File: src/sv/lca_pkg.sv
// Shared types and constants for the Life grid unit.
// Used by every module and interface of the block; depends on nothing.
`default_nettype none

package lca_pkg;

  localparam int MAX_WIDTH  = 64;
  localparam int MAX_HEIGHT = 64;

  localparam int ROW_AW = $clog2(MAX_HEIGHT);
  localparam int COL_W  = 6;
  localparam int ROWF_W = 6;
  localparam int SIZE_W = 7;
  localparam int GEN_W  = 32;
  localparam int CFG_IW = 1;

  localparam logic [SIZE_W-1:0] MAX_W_SZ = SIZE_W'(MAX_WIDTH);
  localparam logic [SIZE_W-1:0] MAX_H_SZ = SIZE_W'(MAX_HEIGHT);
  localparam logic [SIZE_W-1:0] RESET_SZ = SIZE_W'(64);

  typedef logic [MAX_WIDTH-1:0] row_t;

  typedef enum logic [1:0] {
    CMD_WRITE   = 2'd0,
    CMD_READ    = 2'd1,
    CMD_ADVANCE = 2'd2,
    CMD_CLEAR   = 2'd3
  } lca_op_t;

  typedef enum logic [CFG_IW-1:0] {
    REG_WIDTH  = 1'b0,
    REG_HEIGHT = 1'b1
  } lca_reg_t;

  typedef enum logic [2:0] {
    ST_IDLE,
    ST_DECODE,
    ST_ACCESS,
    ST_ADV_LOAD,
    ST_ADV_ROW,
    ST_FINISH
  } lca_state_t;

  typedef struct packed {
    logic take_in;
    logic clear_all;
    logic gen_inc;
    logic rd_cell;
    logic cell_acc;
    logic adv_start;
    logic adv_load;
    logic adv_row;
    logic out_load;
  } lca_ctl_t;

  typedef struct packed {
    lca_op_t op;
    logic    in_bounds;
    logic    size_zero;
    logic    adv_last;
    logic    out_free;
  } lca_sts_t;

endpackage

`default_nettype wire

File: src/sv/lca_ctrl.sv
// Command sequencer for the Life grid unit.
// Depends on lca_pkg for the state, command and status types.
`default_nettype none

module lca_ctrl (
  input  logic              clk,
  input  logic              rst_n,
  input  logic              in_valid,
  output logic              in_ready,
  input  lca_pkg::lca_sts_t sts,
  output lca_pkg::lca_ctl_t ctl
);

  lca_pkg::lca_state_t state_r, state_nxt;

  always_ff @(posedge clk) begin
    if (!rst_n) begin
      state_r <= lca_pkg::ST_IDLE;
    end else begin
      state_r <= state_nxt;
    end
  end

  always_comb begin
    state_nxt = state_r;
    case (state_r)
      lca_pkg::ST_IDLE: begin
        if (in_valid) state_nxt = lca_pkg::ST_DECODE;
      end
      lca_pkg::ST_DECODE: begin
        case (sts.op)
          lca_pkg::CMD_WRITE, lca_pkg::CMD_READ: begin
            state_nxt = sts.in_bounds ? lca_pkg::ST_ACCESS : lca_pkg::ST_FINISH;
          end
          lca_pkg::CMD_ADVANCE: begin
            state_nxt = sts.size_zero ? lca_pkg::ST_FINISH : lca_pkg::ST_ADV_LOAD;
          end
          default: state_nxt = lca_pkg::ST_FINISH;
        endcase
      end
      lca_pkg::ST_ACCESS:   state_nxt = lca_pkg::ST_FINISH;
      lca_pkg::ST_ADV_LOAD: state_nxt = lca_pkg::ST_ADV_ROW;
      lca_pkg::ST_ADV_ROW: begin
        if (sts.adv_last) state_nxt = lca_pkg::ST_FINISH;
      end
      lca_pkg::ST_FINISH: begin
        if (sts.out_free) state_nxt = lca_pkg::ST_IDLE;
      end
      default: state_nxt = lca_pkg::ST_IDLE;
    endcase
  end

  always_comb begin
    ctl      = '0;
    in_ready = 1'b0;
    case (state_r)
      lca_pkg::ST_IDLE: begin
        in_ready    = 1'b1;
        ctl.take_in = in_valid;
      end
      lca_pkg::ST_DECODE: begin
        case (sts.op)
          lca_pkg::CMD_WRITE, lca_pkg::CMD_READ: ctl.rd_cell = sts.in_bounds;
          lca_pkg::CMD_ADVANCE: begin
            ctl.gen_inc   = 1'b1;
            ctl.adv_start = !sts.size_zero;
          end
          default: ctl.clear_all = 1'b1;
        endcase
      end
      lca_pkg::ST_ACCESS:   ctl.cell_acc = 1'b1;
      lca_pkg::ST_ADV_LOAD: ctl.adv_load = 1'b1;
      lca_pkg::ST_ADV_ROW:  ctl.adv_row  = 1'b1;
      lca_pkg::ST_FINISH:   ctl.out_load = sts.out_free;
      default: ctl = '0;
    endcase
  end

endmodule

`default_nettype wire

File: config.mk
export PLATFORM = sky130hd
export DESIGN_NAME = lca_ctrl
export DESIGN_NICKNAME = d
export VERILOG_FILES = /design/src/sv/lca_pkg.sv /design/src/sv/lca_ctrl.sv
export SDC_FILE = /design/constraint.sdc
export NUM_CORES = 1
export LEC_CHECK = 0
export BUFFER_PORTS_ARGS = -buffer_cell sky130_fd_sc_hd__buf_2
export CORE_AREA = 2 2 39 41
export CTS_BUF_LIST = sky130_fd_sc_hd__clkbuf_16
export DETAILED_ROUTE_END_ITERATION = 16
export DIE_AREA = 0 0 41 43
export SETUP_SLACK_MARGIN = 0.1
export SYNTH_ARGS = -nofsm -noshare
export SYNTH_HDL_FRONTEND = slang
export SYNTH_SLANG_ARGS = --single-unit
export TNS_END_PERCENT = 20
File: constraint.sdc
create_clock -name clk -period 2.3 [get_ports clk]
set_clock_uncertainty 0.15 [all_clocks]
set_input_delay 0.115 -clock clk [delete_from_list [all_inputs] [get_ports clk]]
set_output_delay 0.115 -clock clk [all_outputs]
set_load 0.02 [all_outputs]
After elaboration in Yosys (flattened, before gate mapping)
Cells that the tools add are included.

Flip-flop bits (word level): 3. Logic and storage cells: 36.

Eq/ne operators: 10. Multiplexer cells: 19. Reduce and logical (&&, ||, !) cells: 6.

Operators by type and width (count): $mux 3 (6); $pmux 3 s6 (1); $mux 1 (11); $eq 3x2->1 const B (2); $eq 3x3->1 const B (2); $ne 2x2->1 const B (3); $pmux 3 s2 (1); $eq 3x1->1 const B (1); $logic_not 3->1 (1); $reduce_and 3->1 (1); $reduce_or 3->1 (1); $eq 2x1->1 const B (1); $eq 2x2->1 const B (1); $logic_not 2->1 (1); $reduce_or 2->1 (1); $logic_not 1->1 (1).

Logic depth before layout (Yosys ltp)
Word-level depth: 4. Mapped depth: 4. Depth with buffers taken out: 3.

Worst setup path before layout
OpenSTA, ideal clock, no wires.

Path kind: flip-flop to output port. From: register state_r[1]. To: output ctl[8] in the netlist's numbering. Arrival time: 1.341 ns. Required time: 2.035 ns. Setup slack: 0.694 ns. Cell stages (with the launch flop): 4. Path through: dfxtp_1 > clkbuf_1 > nor3_1 > and2_1.

RTL lines: start, declared (RTL line lca_ctrl.sv:14) `lca_pkg::lca_state_t state_r, state_nxt;`; start signal, assigned (RTL line lca_ctrl.sv:18) `state_r <= lca_pkg::ST_IDLE;`; start signal, assigned (RTL line lca_ctrl.sv:20) `state_r <= state_nxt;`; end, declared (RTL line lca_ctrl.sv:11) `output lca_pkg::lca_ctl_t ctl`.

==> results.json <==
{
  "syn_area_sq_um": 253,
  "syn-num-nets": 41,
  "hold_viol_final": 0,
  "drt_iter0_drc": 4,
  "p_sw_uw": 93.6,
  "routed_wl_um": 636,
  "drive_gt1_share_pct": 50.0,
  "syn2layout_area_growth_pct": 73.3,
  "layout.nets": 62,
  "syn-mean-instance-area_sq_um": 7.90,
  "grt-ovfl-total": 0,
  "r2r_cells": 3,
  "start_util_pct": 18.3,
  "post-place-ws_ps": 874,
  "ir_worst_vdd_v": 0.000326,
  "gp_congestion": 0.700,
  "cts_root_buf": "clkbuf_16",
  "vias": 296,
  "largest_reg_flops": 3,
  "path_max_fanout": 10,
  "combinationalPowerShare_pct": 16.8,
  "top_register": "state_r",
  "intPower_uw": 314,
  "drt_first_pass_iters": 4,
  "post_synth_inst_count": 32,
  "diodes": 0,
  "grt_pass1_vias": 246,
  "grt_setup_unrepaired": "false",
  "numCtsBuffers": 3,
  "fmax_mhz": 596,
  "synth_cell_types": 22,
  "yosys_warnings": 0,
  "outcome": "completed",
  "finalCritPeriodShare_pct": 73.0,
  "wire_per_inst_um": 9.35,
  "cts_buffer_depth": 2,
  "p_leak_uw": 0.000225,
  "cp-start-kind": "flop",
  "p_clk_share_pct": 65.7,
  "setup_viol": 0,
  "slew_viol_final": 0,
  "period_needed_ps": 1680,
  "worst_pin_slew_ps": 374,
  "worst_slack_ps": 621,
  "pwr-share-seq_pct": 17.5,
  "drv_cap": 0,
  "powerDensity_nw_per_um2": 930,
  "ant_nets": 0,
  "die_h_um": 43,
  "fp.dieW_um": 41,
  "dieArea_sq_um": 1760,
  "crit_type": "reg -> out",
  "hold_class": "in -> reg",
  "ioPinCount": 19,
  "core-area_sq_um": 1380,
  "critPathRequiredTime_ps": 2040,
  "cts_tree": "built",
  "grtUsageTotal_pct": 8.53,
  "grt_max_degree": 13,
  "insertion_delay_ps": 220,
  "crit_arrival_ps": 1410,
  "port_buffers": 18,
  "antenna_found_initial": 0,
  "switching_share_pct": 23.0,
  "multiInputGateArea_sq_um": 179,
  "end_kind": "output pin",
  "hold-path-cell-count": 3,
  "via_per_inst": 4.35,
  "htree_levels": 1,
  "fillerInstances": 155,
  "register_area_sq_um": 60.1,
  "drc": 0,
  "grt_pass1_wl_um": 1040,
  "largestRegisters": "state_r (3)",
  "tns_ps": 0,
  "clock_sinks": 3,
  "relSlewSlack_pct": 75.0,
  "rows": 14,
  "ys_seq_area_share_pct": 23.8,
  "path_clk_slew_ps": 30,
  "synth_seq_cells": 3
}
## cells in the mapped netlist
cell	n	share of area, %
buf_2	1	2.0
clkbuf_1	1	1.5
a311oi_1	2	6.9
nor2_1	1	1.5
nor3_1	2	4.0
and3b_2	1	4.0
clkbuf_2	1	2.0
nor3b_1	2	5.9
and3b_1	1	3.5
mux2_2	1	4.5
dfxtp_1	3	24
o21ai_0	1	2.0
nand2b_2	1	3.5
a21oi_1	3	5.9
and2_1	1	2.5
and4b_1	1	4.0
nor3b_2	1	4.9
nand2b_1	1	2.5
nand2_1	4	5.9
o31ai_1	1	3.0
or3b_1	1	3.5
and3_2	1	3.0
## cell type report
type | instances | share of cell area, %
flip-flops and latches | 3 | 13.7
repair buffers | 19 | 22.9
multi-input cells | 26 | 40.9
clock buffers | 3 | 17.1
well taps | 16 | 4.57
clock inverters | 1 | 0.857
## cells in the final DEF (no fill, tap or decap)
master,Yosys,final
buf_2,1,18
nand2_1,4,4
a21oi_1,3,3
clkbuf_16,0,3
dfxtp_1,3,3
nor3_1,2,2
nor3b_1,2,2
a311oi_1,2,2
and3b_1,1,1
nor3b_2,1,1
nor2_1,1,1
and3b_2,1,1
and2_1,1,1
and4b_1,1,1
and3_2,1,1
nand2b_2,1,1
or3b_1,1,1
o21ai_0,1,1
nand2b_1,1,1
mux2_2,1,1
o31ai_1,1,1
inv_1,0,1
dlygate4sd3_1,0,1
## layer usage
metal  wire (um)  part of all wire [%]  track usage, %  up-vias
li1            -                     -               -      157
met1         323                    51            11.9      125
met2         267                    42            11.3       14
met3          45                   7.1            3.14        0
met4           0                     0            4.00        0
met5           0                     0               0        -
## path summary, 6_finish.rpt
check | start | end | slack [ps]
worst max-delay path | state_r[0]$_SDFFE_PN0P_ | ctl[3] | 620
worst min-delay path | rst_n | state_r[1]$_SDFFE_PN0P_ | 3
worst max register to register | state_r[2]$_SDFFE_PN0P_ | state_r[0]$_SDFFE_PN0P_ | 860
worst min register to register | state_r[0]$_SDFFE_PN0P_ | state_r[2]$_SDFFE_PN0P_ | 510
## worst max-delay path, cell delays in order (launching register included)
cell     delay, ps
dfxtp_1        470
nor3b_2        310
nand2_1        100
nor3_1         120
buf_2          190
## per-stage QoR
step / instances / util [%] / hold slack [ps] / total power (uW) / cell area (sq um)
finish: 68 / 31.6 / 3.45 / 407 / 438
global route: 68 / 31.6 / 18.3 / 429 / 438
CTS: 68 / 31.6 / 0.176 / 411 / 438
detailed placement: 63 / 25.2 / 199 / 139 / 349
global placement: 63 / 25.2 / 214 / 138 / 349
floorplan: 32 / - / 79.5 / 116 / 253
## timing repair
action                    CTS  global route
gates resized for setup     0             0
setup buffers               0             0
hold buffers                1             0
hold endpoints to repair    1             0
## power groups by stage
| stage | Combinational [uW] | Sequential [uW] | Clock (uW) |
|---|---|---|---|
| after floorplan | 56.4 | 60.0 | 0 |
| after global placement | 67.1 | 70.8 | 0 |
| after CTS | 68.7 | 71.0 | 271 |
| after global routing | 76.6 | 73.3 | 279 |
| final | 68.4 | 71.2 | 268 |
| after detailed placement | 67.2 | 71.5 | 0 |
## logic make-up after synthesis
logic type	Yosys count	synth area share (%)
AND/OR/NAND/NOR	18	48.5
AO/OA/AOI/OAI	7	17.8
flip-flops	3	23.8
buffers and inverters	3	5.44
multiplexers	1	4.46
Note: power is estimated with default switching activity, not from simulation.
